`src/ibcs_pkg.sv`:
```
// ----------------------------------------------------------------------------
// I2C bus clear sequencer package
// Shared types, codes and defaults for the bus recovery sequencer.
// ----------------------------------------------------------------------------
package ibcs_pkg;

	localparam int TIMER_WIDTH_DEF = 8;
	localparam int CFG_DATA_W      = 8;
	localparam int CFG_IDX_W       = 2;
	localparam int PULSE_W         = 4;

	localparam logic [7:0]         HALF_PERIOD_RST  = 8'd5;
	localparam logic [7:0]         RISE_TIMEOUT_RST = 8'd100;
	localparam logic [PULSE_W-1:0] MAX_PULSES_RST   = 4'd9;

	typedef enum logic [3:0] {
		PH_IDLE        = 4'd0,
		PH_SETTLE      = 4'd1,
		PH_WAIT_SCL    = 4'd2,
		PH_PULSE_LOW   = 4'd3,
		PH_PULSE_WAIT  = 4'd4,
		PH_PULSE_HIGH  = 4'd5,
		PH_STOP_LOW    = 4'd6,
		PH_STOP_WAIT   = 4'd7,
		PH_STOP_HOLD   = 4'd8,
		PH_STOP_SETTLE = 4'd9
	} phase_t;

	typedef enum logic [1:0] {
		OC_NONE      = 2'd0,
		OC_RECOVERED = 2'd1,
		OC_FAILED    = 2'd2
	} outcome_t;

	typedef enum logic [CFG_IDX_W-1:0] {
		REG_HALF_PERIOD  = 2'd0,
		REG_RISE_TIMEOUT = 2'd1,
		REG_MAX_PULSES   = 2'd2
	} reg_idx_t;

	typedef struct packed {
		logic [7:0]         half_period_ticks;
		logic [7:0]         rise_timeout_ticks;
		logic [PULSE_W-1:0] max_pulses;
	} cfg_t;

	typedef struct packed {
		logic     scl_pull_low;
		logic     sda_pull_low;
		logic     controller_detached;
		logic     done_res;
		outcome_t outcome;
	} res_t;

	typedef struct packed {
		logic timeout_request;
		logic scl_level;
		logic sda_level;
	} tick_t;

endpackage

```
`src/ibcs_ifs.sv`:
```
// ----------------------------------------------------------------------------
// I2C bus clear sequencer channels
// Valid/ready channels for tick samples, results and register writes.
// ----------------------------------------------------------------------------
interface ibcs_tick_if;
	logic valid;
	logic ready;
	logic timeout_request;
	logic scl_level;
	logic sda_level;

	modport source (output valid, timeout_request, scl_level, sda_level, input ready);
	modport sink   (input valid, timeout_request, scl_level, sda_level, output ready);
endinterface

interface ibcs_result_if;
	logic       valid;
	logic       ready;
	logic       scl_pull_low;
	logic       sda_pull_low;
	logic       controller_detached;
	logic       done_res;
	logic [1:0] outcome;

	modport source (output valid, scl_pull_low, sda_pull_low, controller_detached,
		done_res, outcome, input ready);
	modport sink   (input valid, scl_pull_low, sda_pull_low, controller_detached,
		done_res, outcome, output ready);
endinterface

interface ibcs_cfg_if;
	logic       valid;
	logic       ready;
	logic [1:0] index;
	logic [7:0] data;

	modport source (output valid, index, data, input ready);
	modport sink   (input valid, index, data, output ready);
endinterface

```
`src/ibcs_cfg_regs.sv`:
```
// ----------------------------------------------------------------------------
// I2C bus clear sequencer configuration registers
// Holds half period, rise timeout and pulse limit; writes always accepted.
// ----------------------------------------------------------------------------
module ibcs_cfg_regs (
	input  logic         clk,
	input  logic         arst_n,
	ibcs_cfg_if.sink     cfg,
	output ibcs_pkg::cfg_t regs
);
	import ibcs_pkg::*;

	cfg_t regs_q;

	assign cfg.ready = 1'b1;
	assign regs      = regs_q;

	always_ff @(posedge clk or negedge arst_n) begin
		if (!arst_n) begin
			regs_q.half_period_ticks  <= HALF_PERIOD_RST;
			regs_q.rise_timeout_ticks <= RISE_TIMEOUT_RST;
			regs_q.max_pulses         <= MAX_PULSES_RST;
		end else if (cfg.valid) begin
			case (reg_idx_t'(cfg.index))
				REG_HALF_PERIOD:  regs_q.half_period_ticks  <= cfg.data;
				REG_RISE_TIMEOUT: regs_q.rise_timeout_ticks <= cfg.data;
				REG_MAX_PULSES:   regs_q.max_pulses         <= cfg.data[PULSE_W-1:0];
				default: ;
			endcase
		end
	end

endmodule

```
`src/ibcs_step.sv`:
```
// ----------------------------------------------------------------------------
// I2C bus clear sequencer step logic
// Next phase, timer and pulse count for one tick, plus the drive levels.
// ----------------------------------------------------------------------------
module ibcs_step #(
	parameter int TIMER_WIDTH = ibcs_pkg::TIMER_WIDTH_DEF
) (
	input  ibcs_pkg::cfg_t                 regs,
	input  ibcs_pkg::tick_t                tick,
	input  ibcs_pkg::phase_t               phase,
	input  logic [TIMER_WIDTH-1:0]         timer,
	input  logic [ibcs_pkg::PULSE_W-1:0]   pulse_cnt,
	output ibcs_pkg::phase_t               phase_nxt,
	output logic [TIMER_WIDTH-1:0]         timer_nxt,
	output logic [ibcs_pkg::PULSE_W-1:0]   pulse_cnt_nxt,
	output ibcs_pkg::res_t                 res
);
	import ibcs_pkg::*;

	localparam int LW = (TIMER_WIDTH > 8) ? TIMER_WIDTH : 8;
	localparam logic [LW-1:0] TMAX_EXT = LW'({TIMER_WIDTH{1'b1}});

	logic [LW-1:0]          half_ext;
	logic [LW-1:0]          rise_ext;
	logic [TIMER_WIDTH-1:0] half_ld;
	logic [TIMER_WIDTH-1:0] rise_ld;
	logic                   expired;
	logic                   rise_fail;
	logic [PULSE_W-1:0]     dec_cnt;
	logic                   more_pulses;
	logic                   done;
	outcome_t               oc;
	phase_t                 ph_n;
	logic [TIMER_WIDTH-1:0] tm_n;
	logic [PULSE_W-1:0]     pc_n;

	// saturate register values into the timer range
	assign half_ext = LW'(regs.half_period_ticks);
	assign rise_ext = LW'(regs.rise_timeout_ticks);
	assign half_ld  = TIMER_WIDTH'((half_ext > TMAX_EXT) ? TMAX_EXT : half_ext);
	assign rise_ld  = TIMER_WIDTH'((rise_ext > TMAX_EXT) ? TMAX_EXT : rise_ext);

	assign expired   = (timer <= TIMER_WIDTH'(1));
	assign rise_fail = (timer >= rise_ld);

	// pulse count seen by the pulse decision: cleared on first rise, bumped after a pulse
	assign dec_cnt     = (phase == PH_PULSE_HIGH) ? pulse_cnt + PULSE_W'(1) : '0;
	assign more_pulses = (dec_cnt < regs.max_pulses);

	always_comb begin
		ph_n = phase;
		tm_n = timer;
		pc_n = pulse_cnt;
		done = 1'b0;
		oc   = OC_NONE;
		case (phase)
			PH_SETTLE, PH_PULSE_LOW, PH_STOP_LOW: begin
				if (expired) begin
					tm_n = '0;
					case (phase)
						PH_SETTLE:    ph_n = PH_WAIT_SCL;
						PH_PULSE_LOW: ph_n = PH_PULSE_WAIT;
						default:      ph_n = PH_STOP_WAIT;
					endcase
				end else begin
					tm_n = timer - TIMER_WIDTH'(1);
				end
			end
			PH_WAIT_SCL, PH_PULSE_WAIT, PH_STOP_WAIT: begin
				if (tick.scl_level) begin
					if (phase == PH_WAIT_SCL) begin
						pc_n = '0;
						if (!tick.sda_level && more_pulses) begin
							ph_n = PH_PULSE_LOW;
							tm_n = half_ld;
						end else if (!tick.sda_level) begin
							done = 1'b1;
							oc   = OC_FAILED;
						end else begin
							ph_n = PH_STOP_LOW;
							tm_n = half_ld;
						end
					end else if (phase == PH_PULSE_WAIT) begin
						ph_n = PH_PULSE_HIGH;
						tm_n = half_ld;
					end else begin
						ph_n = PH_STOP_HOLD;
						tm_n = half_ld;
					end
				end else if (rise_fail) begin
					done = 1'b1;
					oc   = OC_FAILED;
				end else begin
					tm_n = timer + TIMER_WIDTH'(1);
				end
			end
			PH_PULSE_HIGH: begin
				if (expired) begin
					pc_n = dec_cnt;
					if (!tick.sda_level && more_pulses) begin
						ph_n = PH_PULSE_LOW;
						tm_n = half_ld;
					end else if (!tick.sda_level) begin
						done = 1'b1;
						oc   = OC_FAILED;
					end else begin
						ph_n = PH_STOP_LOW;
						tm_n = half_ld;
					end
				end else begin
					tm_n = timer - TIMER_WIDTH'(1);
				end
			end
			PH_STOP_HOLD: begin
				if (expired) begin
					ph_n = PH_STOP_SETTLE;
					tm_n = half_ld;
				end else begin
					tm_n = timer - TIMER_WIDTH'(1);
				end
			end
			PH_STOP_SETTLE: begin
				if (expired) begin
					done = 1'b1;
					oc   = (tick.scl_level && tick.sda_level) ? OC_RECOVERED : OC_FAILED;
				end else begin
					tm_n = timer - TIMER_WIDTH'(1);
				end
			end
			default: begin
				ph_n = PH_IDLE;
				if (tick.timeout_request) begin
					pc_n = '0;
					ph_n = PH_SETTLE;
					tm_n = half_ld;
				end
			end
		endcase
		if (done) begin
			ph_n = PH_IDLE;
			tm_n = '0;
		end
	end

	assign phase_nxt     = ph_n;
	assign timer_nxt     = tm_n;
	assign pulse_cnt_nxt = pc_n;

	assign res.scl_pull_low        = (ph_n == PH_PULSE_LOW);
	assign res.sda_pull_low        = (ph_n == PH_STOP_LOW) || (ph_n == PH_STOP_WAIT) ||
		(ph_n == PH_STOP_HOLD);
	assign res.controller_detached = (ph_n != PH_IDLE);
	assign res.done_res            = done;
	assign res.outcome             = oc;

endmodule

```
`src/i2c_bus_clear_sequencer_unit.sv`:
```
// ----------------------------------------------------------------------------
// I2C bus clear sequencer
// Bus recovery by SCL pulses and a STOP, one tick sample per request.
// ----------------------------------------------------------------------------
//
//   channel  role   payload                                         handshake
//   tick     sink   timeout_request, scl_level, sda_level           valid/ready
//   result   source scl/sda_pull_low, controller_detached, done_res, outcome
//   cfg      sink   index (0 half period, 1 rise timeout, 2 pulses), data
//
// A tick request lands in the input register, then the step logic updates
// phase, timer and pulse count and loads the result register. One request
// per cycle is taken sustained while results are taken as they come, set
// by the single sequencer state update per tick.
// Reset clears phase, timer, pulse count and both valid flags and loads the
// register defaults. A stalled result holds the input register; cfg is
// always ready.
//
module i2c_bus_clear_sequencer_unit #(
	parameter int TIMER_WIDTH = ibcs_pkg::TIMER_WIDTH_DEF
) (
	input  logic          clk,
	input  logic          arst_n,
	ibcs_tick_if.sink     tick,
	ibcs_result_if.source result,
	ibcs_cfg_if.sink      cfg
);
	import ibcs_pkg::*;

	cfg_t                   regs;
	tick_t                  tick_s1;
	logic                   valid_s1;
	res_t                   res_c;
	res_t                   result_q;
	logic                   out_valid_q;
	logic                   advance;
	phase_t                 phase_q;
	phase_t                 phase_nxt;
	logic [TIMER_WIDTH-1:0] timer_q;
	logic [TIMER_WIDTH-1:0] timer_nxt;
	logic [PULSE_W-1:0]     pulse_cnt_q;
	logic [PULSE_W-1:0]     pulse_cnt_nxt;

	ibcs_cfg_regs u_cfg (
		.clk    (clk),
		.arst_n (arst_n),
		.cfg    (cfg),
		.regs   (regs)
	);

	ibcs_step #(
		.TIMER_WIDTH (TIMER_WIDTH)
	) u_step (
		.regs          (regs),
		.tick          (tick_s1),
		.phase         (phase_q),
		.timer         (timer_q),
		.pulse_cnt     (pulse_cnt_q),
		.phase_nxt     (phase_nxt),
		.timer_nxt     (timer_nxt),
		.pulse_cnt_nxt (pulse_cnt_nxt),
		.res           (res_c)
	);

	// advance the sequencer when a tick waits and the result slot frees up
	assign advance    = valid_s1 && (!out_valid_q || result.ready);
	assign tick.ready = !valid_s1 || advance;

	// input register: hold the sampled tick until the sequencer takes it
	always_ff @(posedge clk or negedge arst_n) begin
		if (!arst_n) begin
			valid_s1 <= 1'b0;
		end else if (tick.ready) begin
			valid_s1 <= tick.valid;
		end
	end

	always_ff @(posedge clk) begin
		if (tick.valid && tick.ready) begin
			tick_s1.timeout_request <= tick.timeout_request;
			tick_s1.scl_level       <= tick.scl_level;
			tick_s1.sda_level       <= tick.sda_level;
		end
	end

	// sequencer state: update once per processed tick
	always_ff @(posedge clk or negedge arst_n) begin
		if (!arst_n) begin
			phase_q     <= PH_IDLE;
			timer_q     <= '0;
			pulse_cnt_q <= '0;
		end else if (advance) begin
			phase_q     <= phase_nxt;
			timer_q     <= timer_nxt;
			pulse_cnt_q <= pulse_cnt_nxt;
		end
	end

	// result register: drop valid once taken, load on advance
	always_ff @(posedge clk or negedge arst_n) begin
		if (!arst_n) begin
			out_valid_q <= 1'b0;
		end else if (advance) begin
			out_valid_q <= 1'b1;
		end else if (result.ready) begin
			out_valid_q <= 1'b0;
		end
	end

	always_ff @(posedge clk) begin
		if (advance) begin
			result_q <= res_c;
		end
	end

	assign result.valid               = out_valid_q;
	assign result.scl_pull_low        = result_q.scl_pull_low;
	assign result.sda_pull_low        = result_q.sda_pull_low;
	assign result.controller_detached = result_q.controller_detached;
	assign result.done_res            = result_q.done_res;
	assign result.outcome             = result_q.outcome;

`ifndef SYNTHESIS
	// a finished recovery hands the lines back in the same result
	a_done_releases: assert property (@(posedge clk) disable iff (!arst_n)
		out_valid_q && result_q.done_res |->
			!result_q.controller_detached && !result_q.scl_pull_low &&
			!result_q.sda_pull_low)
		else $error("done result still owns the bus");

	// an outcome is reported exactly on the done tick
	a_outcome_with_done: assert property (@(posedge clk) disable iff (!arst_n)
		out_valid_q |-> (result_q.done_res == (result_q.outcome != OC_NONE)))
		else $error("outcome and done disagree");

	// never pull both lines at once
	a_one_line_driven: assert property (@(posedge clk) disable iff (!arst_n)
		out_valid_q |-> !(result_q.scl_pull_low && result_q.sda_pull_low))
		else $error("both lines pulled low");

	// a stalled tick leaves the sequencer state untouched
	a_stall_holds_state: assert property (@(posedge clk) disable iff (!arst_n)
		valid_s1 && out_valid_q && !result.ready |=>
			$stable(phase_q) && $stable(timer_q) && $stable(pulse_cnt_q))
		else $error("sequencer moved while stalled");
`endif

endmodule

```
`src/flat_wrapper.sv`:
```
// flat-port wrapper written by rule: the top's interface ports become plain ports
module i2c_bus_clear_sequencer_unit_flat import ibcs_pkg::*;
#(
	parameter int TIMER_WIDTH = ibcs_pkg::TIMER_WIDTH_DEF
)
  (clk, arst_n, tick_valid, tick_timeout_request, tick_scl_level, tick_sda_level, tick_ready, result_valid, result_scl_pull_low, result_sda_pull_low, result_controller_detached, result_done_res, result_outcome, result_ready, cfg_valid, cfg_index, cfg_data, cfg_ready);
  ibcs_tick_if tick_i ();
  ibcs_result_if result_i ();
  ibcs_cfg_if cfg_i ();
  input  logic clk;
  input  logic arst_n;
  input wire logic [$bits(tick_i.valid)-1:0] tick_valid;
  input wire logic [$bits(tick_i.timeout_request)-1:0] tick_timeout_request;
  input wire logic [$bits(tick_i.scl_level)-1:0] tick_scl_level;
  input wire logic [$bits(tick_i.sda_level)-1:0] tick_sda_level;
  output wire logic [$bits(tick_i.ready)-1:0] tick_ready;
  output wire logic [$bits(result_i.valid)-1:0] result_valid;
  output wire logic [$bits(result_i.scl_pull_low)-1:0] result_scl_pull_low;
  output wire logic [$bits(result_i.sda_pull_low)-1:0] result_sda_pull_low;
  output wire logic [$bits(result_i.controller_detached)-1:0] result_controller_detached;
  output wire logic [$bits(result_i.done_res)-1:0] result_done_res;
  output wire logic [$bits(result_i.outcome)-1:0] result_outcome;
  input wire logic [$bits(result_i.ready)-1:0] result_ready;
  input wire logic [$bits(cfg_i.valid)-1:0] cfg_valid;
  input wire logic [$bits(cfg_i.index)-1:0] cfg_index;
  input wire logic [$bits(cfg_i.data)-1:0] cfg_data;
  output wire logic [$bits(cfg_i.ready)-1:0] cfg_ready;
  assign tick_i.valid = tick_valid;
  assign tick_i.timeout_request = tick_timeout_request;
  assign tick_i.scl_level = tick_scl_level;
  assign tick_i.sda_level = tick_sda_level;
  assign tick_ready = tick_i.ready;
  assign result_valid = result_i.valid;
  assign result_scl_pull_low = result_i.scl_pull_low;
  assign result_sda_pull_low = result_i.sda_pull_low;
  assign result_controller_detached = result_i.controller_detached;
  assign result_done_res = result_i.done_res;
  assign result_outcome = result_i.outcome;
  assign result_i.ready = result_ready;
  assign cfg_i.valid = cfg_valid;
  assign cfg_i.index = cfg_index;
  assign cfg_i.data = cfg_data;
  assign cfg_ready = cfg_i.ready;
  i2c_bus_clear_sequencer_unit #(.TIMER_WIDTH(TIMER_WIDTH)) u_core (.clk(clk), .arst_n(arst_n), .tick(tick_i), .result(result_i), .cfg(cfg_i));
endmodule
```
`config.mk`:
```
export PLATFORM = sky130hd
export DESIGN_NAME = i2c_bus_clear_sequencer_unit_flat
export DESIGN_NICKNAME = d
export VERILOG_FILES = /design/src/ibcs_pkg.sv /design/src/ibcs_ifs.sv /design/src/ibcs_cfg_regs.sv /design/src/ibcs_step.sv /design/src/i2c_bus_clear_sequencer_unit.sv /design/src/flat_wrapper.sv
export SDC_FILE = /design/constraint.sdc
export NUM_CORES = 1
export LEC_CHECK = 0
export ABC_AREA = 1
export ABC_CLOCK_PERIOD_IN_PS = 3650
export BUFFER_PORTS_ARGS = -buffer_cell sky130_fd_sc_hd__buf_2
export CORE_AREA = 2 2 92 94
export DETAILED_ROUTE_END_ITERATION = 16
export DIE_AREA = 0 0 94 96
export PLACE_DENSITY_LB_ADDON = 0.05
export SLEW_MARGIN = 30
export SYNTH_ARGS = -nofsm -noshare
export SYNTH_HDL_FRONTEND = slang
export SYNTH_SLANG_ARGS = --single-unit
```
`constraint.sdc`:
```
create_clock -name clk -period 3.65 [get_ports clk]
set_clock_uncertainty 0.05 [all_clocks]
set_input_delay 0.9125 -clock clk [delete_from_list [all_inputs] [get_ports clk]]
set_output_delay 0.9125 -clock clk [all_outputs]
set_load 0.03 [all_outputs]
```
==> Word-level counts from Yosys, hierarchy flattened <==
Index checks and enable logic that the tools add are counted.
{ "op_classes": {"n_reduce_logical": 24, "bitwise_logic": 1, "eq_ne": 20, "add_sub_neg": 3, "order_cmp": 5, "mux": 51} }
{ "op_table": {"columns": ["op", "count"], "rows": [
  ["8-bit 2-to-1 mux", 13],
  ["4-bit 2-to-1 mux", 14],
  ["8-bit one-hot mux with 5 select lines", 1],
  ["4-bit by 3-bit equality test with 1-bit output (second input constant)", 6],
  ["4-bit one-hot mux with 5 select lines", 1],
  ["8-bit greater-than comparator (second input constant)", 2],
  ["2-bit 2-to-1 mux", 8],
  ["4-bit by 2-bit equality test with 1-bit output (second input constant)", 3],
  ["4-bit equality test (second input constant)", 3],
  ["4-bit one-hot mux with 3 select lines", 1],
  ["1-bit 2-to-1 mux", 10],
  ["8-bit by 1-bit adder with 8-bit output (second input constant)", 1],
  ["8-bit greater-or-equal comparator", 1],
  ["8-bit by 1-bit less-or-equal comparator with 1-bit output (second input constant)", 1],
  ["8-bit by 1-bit subtractor with 8-bit output (second input constant)", 1],
  ["7-bit nonzero test", 1],
  ["2-bit one-hot mux with 3 select lines", 1],
  ["3-bit one-hot mux with 2 select lines", 1],
  ["2-bit AND reduction", 3],
  ["6-bit AND reduction", 1],
  ["3-bit OR reduction", 2],
  ["5-bit OR reduction", 1],
  ["4-bit by 1-bit adder with 4-bit output (second input constant)", 1],
  ["4-bit by 1-bit equality test with 1-bit output (second input constant)", 1],
  ["17 further kinds", 26]
]} }
{ "word_totals": {"input_bits": 18, "ff_bits": 47, "wordCells": 120, "output_inout_bits": 9} }

==> Depth between registers and ports, before layout <==
{ "logic_depth": {"ltp_word": 12, "ltp_mapped": 18, "depth_no_buf": 17} }

==> Cells and area by module <==
Synthesis repeated with hierarchy kept, for this count alone.
{ "unflattened": {"hier_cells": 615, "area_unflattened_um2": 4152.7} }
{ "modules_own_cells": {"columns": ["mod", "area_per_inst_um2", "instances", "cells_per_inst", "seq_area_each_um2"], "rows": [
  ["ibcs_step", 2238.4, 1, 435, 0.0],
  ["i2c_bus_clear_sequencer_unit", 1033.5, 1, 88, 720.7],
  ["ibcs_cfg_regs", 880.8, 1, 92, 509.2]
]} }

==> Least setup slack after synthesis <==
OpenSTA, ideal clock, no wires.
{ "synth_timing": {"path_kind": "reg-to-reg", "from": "register u_core.phase_q[1]", "to": "register u_core.result_q, in the netlist u_core.result.sda_pull_low, data pin", "arrival_ns": 2.280, "required_ns": 3.346, "n_path_buf": 0, "setup_ns": 0.254, "period_less_slack_ns": 2.584, "stages_incl_launch_ff": 15, "setup_slack_ns": 1.066, "path_cell_list": "dfrtp_1 inv_2 nand2_2 nor2_8 o21ai_0 a21oi_1 ha_1 a21oi_1 nand2_4 nand3_4 nand2_2 a21oi_1 nand2_1 nand4_1 nand2_1"} }
{ "synth_lines": {"columns": ["item", "line", "source"], "rows": [
  ["start: declaration", "i2c_bus_clear_sequencer_unit.sv:37", "phase_t phase_q;"],
  ["start signal: assignment", "i2c_bus_clear_sequencer_unit.sv:93", "phase_q <= phase_nxt;"],
  ["end signal: assignment", "i2c_bus_clear_sequencer_unit.sv:112", "result_q <= res_c;"],
  ["end: declaration", "i2c_bus_clear_sequencer_unit.sv:34", "res_t result_q;"]
]} }

==> impl_metrics.tcl <==
set metrics [dict create \
    cp-end-kind "flip-flop" \
    fin_crit_ns 3.087 \
    path_common_cell "a21oi_1" \
    clkSlewWorstSetupHoldPaths_ns 0.10 \
    r2r_cells 14 \
    p_leak_nw 1.926 \
    dieArea_um2 9024 \
    grt_pass1_wl_um 15320 \
    num_io_pins 27 \
    synth_flop_cell "dfrtp_1" \
    syn_avg_cell_area_um2 7.083 \
    met1_usage_pct 33.73 \
    cp-start-kind "flip-flop" \
    synth_top_cells_by_area "dfrtp_1, nand2_1, edfxtp_1" \
    drv_cap 0 \
    period_share_pct 84.58 \
    syn-num-nets 531 \
    syn-cell-area_um2 3527 \
    wire_per_inst_um 14.92 \
    yosysTopAreaCell "dfrtp_1" \
    antenna_found_initial 0 \
    drt-initial-drc-count 390 \
    dpl.hpwl_um 6890 \
    die_y_um 96 \
    clock_latency_ns 0.31 \
    numCtsBuffers 5 \
    synth_top_area_share_pct 21.99 \
    cts_resized 0 \
    num_vias 3276 \
    tightestPinTransition_ns 0.5096 \
    route.detailed.drc 0 \
    globalplace.congestion 0.9005 \
    critical-path-slowest-cell "dfrtp_1" \
    yosysUniqueCellTypes 39 \
    start_util_pct 43.81 \
    final_nets 551 \
    min_from "u_core.u_cfg.regs[7]" \
    status "completed" \
    fmax_mhz 323.9 \
    path_max_fanout 12 \
    clock-sinks 47 \
    htreeDepth 2 \
    syn2layout_area_growth_pct 8.904 \
    viasPerCell 5.250 \
    cts_tree "built" \
    grt-ovfl-total 0 \
    yosysSeqAreaShare_pct 34.87 \
    rsz0062_at_grt "no" \
    die_width_um 94 \
    p_per_area_nw_per_um2 796.7 \
    ys_seq_elements 47 \
    min_path_type "flip-flop to flip-flop" \
    grt_pass1_vias 2934 \
    post-place-ws_ns 0.6168 \
    slew_violations 0 \
    ir_worst_vdd_mv 0.2192 \
    busiest_layer "met1" \
    cts_root_buf "clkbuf_8" \
    yosysWarnings 0 \
    core_um2 8051 \
    dr.pass1.iters 5 \
    hold_viol 0 \
    cp_cell_sequence "inv_2, nand2_2, nor2_8, o21ai_0, a21oi_1, ha_1, a21oi_1, nand2_4, nand3_4, nand2_2, a21oi_1, nand2_1, nand4_1, nand2_1" \
    reg2reg_to "u_core.result.sda_pull_low" \
    synthCells 498 \
    setup_viol 0 \
    post_cts_buffers 0 \
    hold_end "u_core.u_cfg.regs[7]" \
    io_buffers 25 \
    met3_usage_pct 2.741 \
    finalSetupTns_ns 0 \
    n_antenna_cell 0 \
    grt_max_degree 39 \
    crit_type "flip-flop to flip-flop" \
    drive_gt1_share_pct 17.15 \
    finalWirelength_um 9307 \
    grt_use_met2_pct 32.98 \
    synth-async-reset-ratio_pct 80.85 \
    r2r_start "u_core.phase_q[1]" \
    grt.total_usage_pct 22.02 \
    synth_edf_count 9 \
    cts_hold_buf 0 \
    rrSetupSlack_ns 0.56 \
    worstPathArrival_ns 3.10 \
    cp.required_ns 3.66 \
    fin_ws_ns 0.5628 \
    rows 33 \
    ant_nets 0 \
    max_slew_margin_pct 65.99 \
    cts_max_path_buffers 2 \
    whs_path_depth 2 \
    max_stage_delay_ns 0.46 \
]
-- power breakdown --
group	internal [mW]	switching, mW
clock network	0.226	0.191
registers	0.682	0.183
logic	0.605	1.17
total	1.51	1.55
-- area by class of cell --
type,count,area (µm²)
multi-input combinational,369,1961
fill,857,4210
sequential,47,1230
timing repair buffer,27,142.6
inverter,68,255.2
tap,105,131.4
clock buffer,6,82.58
clock inverter,2,38.79
-- worst max path at each step --
stage | to | start | cells after the start
global route | u_core.result.sda_pull_low | u_core.phase_q[1] | 14
floorplan | u_core.result.sda_pull_low | u_core.phase_q[1] | 14
global placement | u_core.result.sda_pull_low | u_core.phase_q[1] | 14
finish | u_core.result.sda_pull_low | u_core.phase_q[1] | 14
CTS | u_core.result.sda_pull_low | u_core.phase_q[1] | 14
detailed placement | u_core.result.sda_pull_low | u_core.phase_q[1] | 14
-- cells by family (layout without fill, tap and decap cells) --
kind of cell,count (synthesis),after routing,synth area share (%)
compound gates,69,69,11.25
other cells,1,1,0.1063
xor+xnor,9,9,2.235
flops,47,47,34.87
simple gates,273,273,36.04
buf+inv,82,103,9.542
mux,2,2,0.6385
fa+ha+maj,15,15,5.321
-- worst max-delay path: cells and delay by family (launching register included) --
family,cells,cell delay (ns)
and+or+nand+nor,8,1.06
AOI/OAI and AO/OA,4,0.86
DFF,1,0.46
adders and majority gates,1,0.27
buffers and inverters,1,0.13
-- flip-flops by register name, summed over array words and instances (netlist names) --
signal,count
u_core.result.done_res,1
u_core.tick_s1,3
u_core.result.scl_pull_low,1
u_core.u_cfg.regs,20
u_core.result.outcome,2
u_core.phase_q,4
u_core.valid_s1,1
u_core.timer_q,8
u_core.result.sda_pull_low,1
u_core.result.valid,1
u_core.pulse_cnt_q,4
u_core.result.controller_detached,1
-- stage by stage --
stage / hold WS [ns] / util [%] / area, µm² / power, mW / instances
after floorplan: 0.4030 / - / 3527 / 2.198 / 498
after global placement: 0.4250 / 46.17 / 3717 / 2.605 / 616
after CTS: 0.4484 / 47.68 / 3839 / 3.039 / 624
after global routing: 0.4633 / 47.71 / 3841 / 3.317 / 624
after detailed placement: 0.4264 / 46.17 / 3717 / 2.614 / 616
final: 0.4437 / 47.71 / 3841 / 3.060 / 624
-- synthesized netlist by cell type (2+ instances only) --
library cell and number:
nand2_1 128, inv_1 56, nor2_1 49, nand3_1 45, o21ai_0 35, dfrtp_1 31, a21oi_1 18, ha_1 15
nand4_1 12, inv_2 11, edfxtp_1 9, nor3_1 9, or2_2 8, dfstp_2 7, nand2_2 7, xor2_1 7
clkbuf_1 6, o21ai_1 5, nand2_4 4, nor2_2 4, buf_4 3, a211oi_1 2, a31oi_1 2, buf_2 2
buf_6 2, mux2_1 2, nand3_2 2, nand3_4 2, nor2_4 2, o211ai_2 2, o21ai_2 2, xnor2_1 2
-- per-layer routing --
metal / share of wire, % / vias up
met5: 0 / -
met4: 1.1 / 0
met3: 6.9 / 11
met2: 42 / 117
met1: 50 / 1500
li1: - / 1648
-- cells in the final DEF, fill, tap and decap left out, drive strengths merged --
cell    Yosys  final
o21ai      42     42
nand2     139    139
bufinv      0      1
mux2        2      2
clkbuf      6      6
nand4      12     12
a31oi       2      2
nor2       56     56
conb        1      1
or2         8      8
clkinv      1      1
o21a        1      1
dfstp       7      7
nor3        9      9
buf         8     27
edfxtp      9      9
o211ai      2      2
a21oi      19     19
xnor2       2      2
a211oi      3      3
inv        67     68
nand3      49     49
ha         15     15
dfrtp      31     31
xor2        7      7
(Power assumes the default switching activity.)
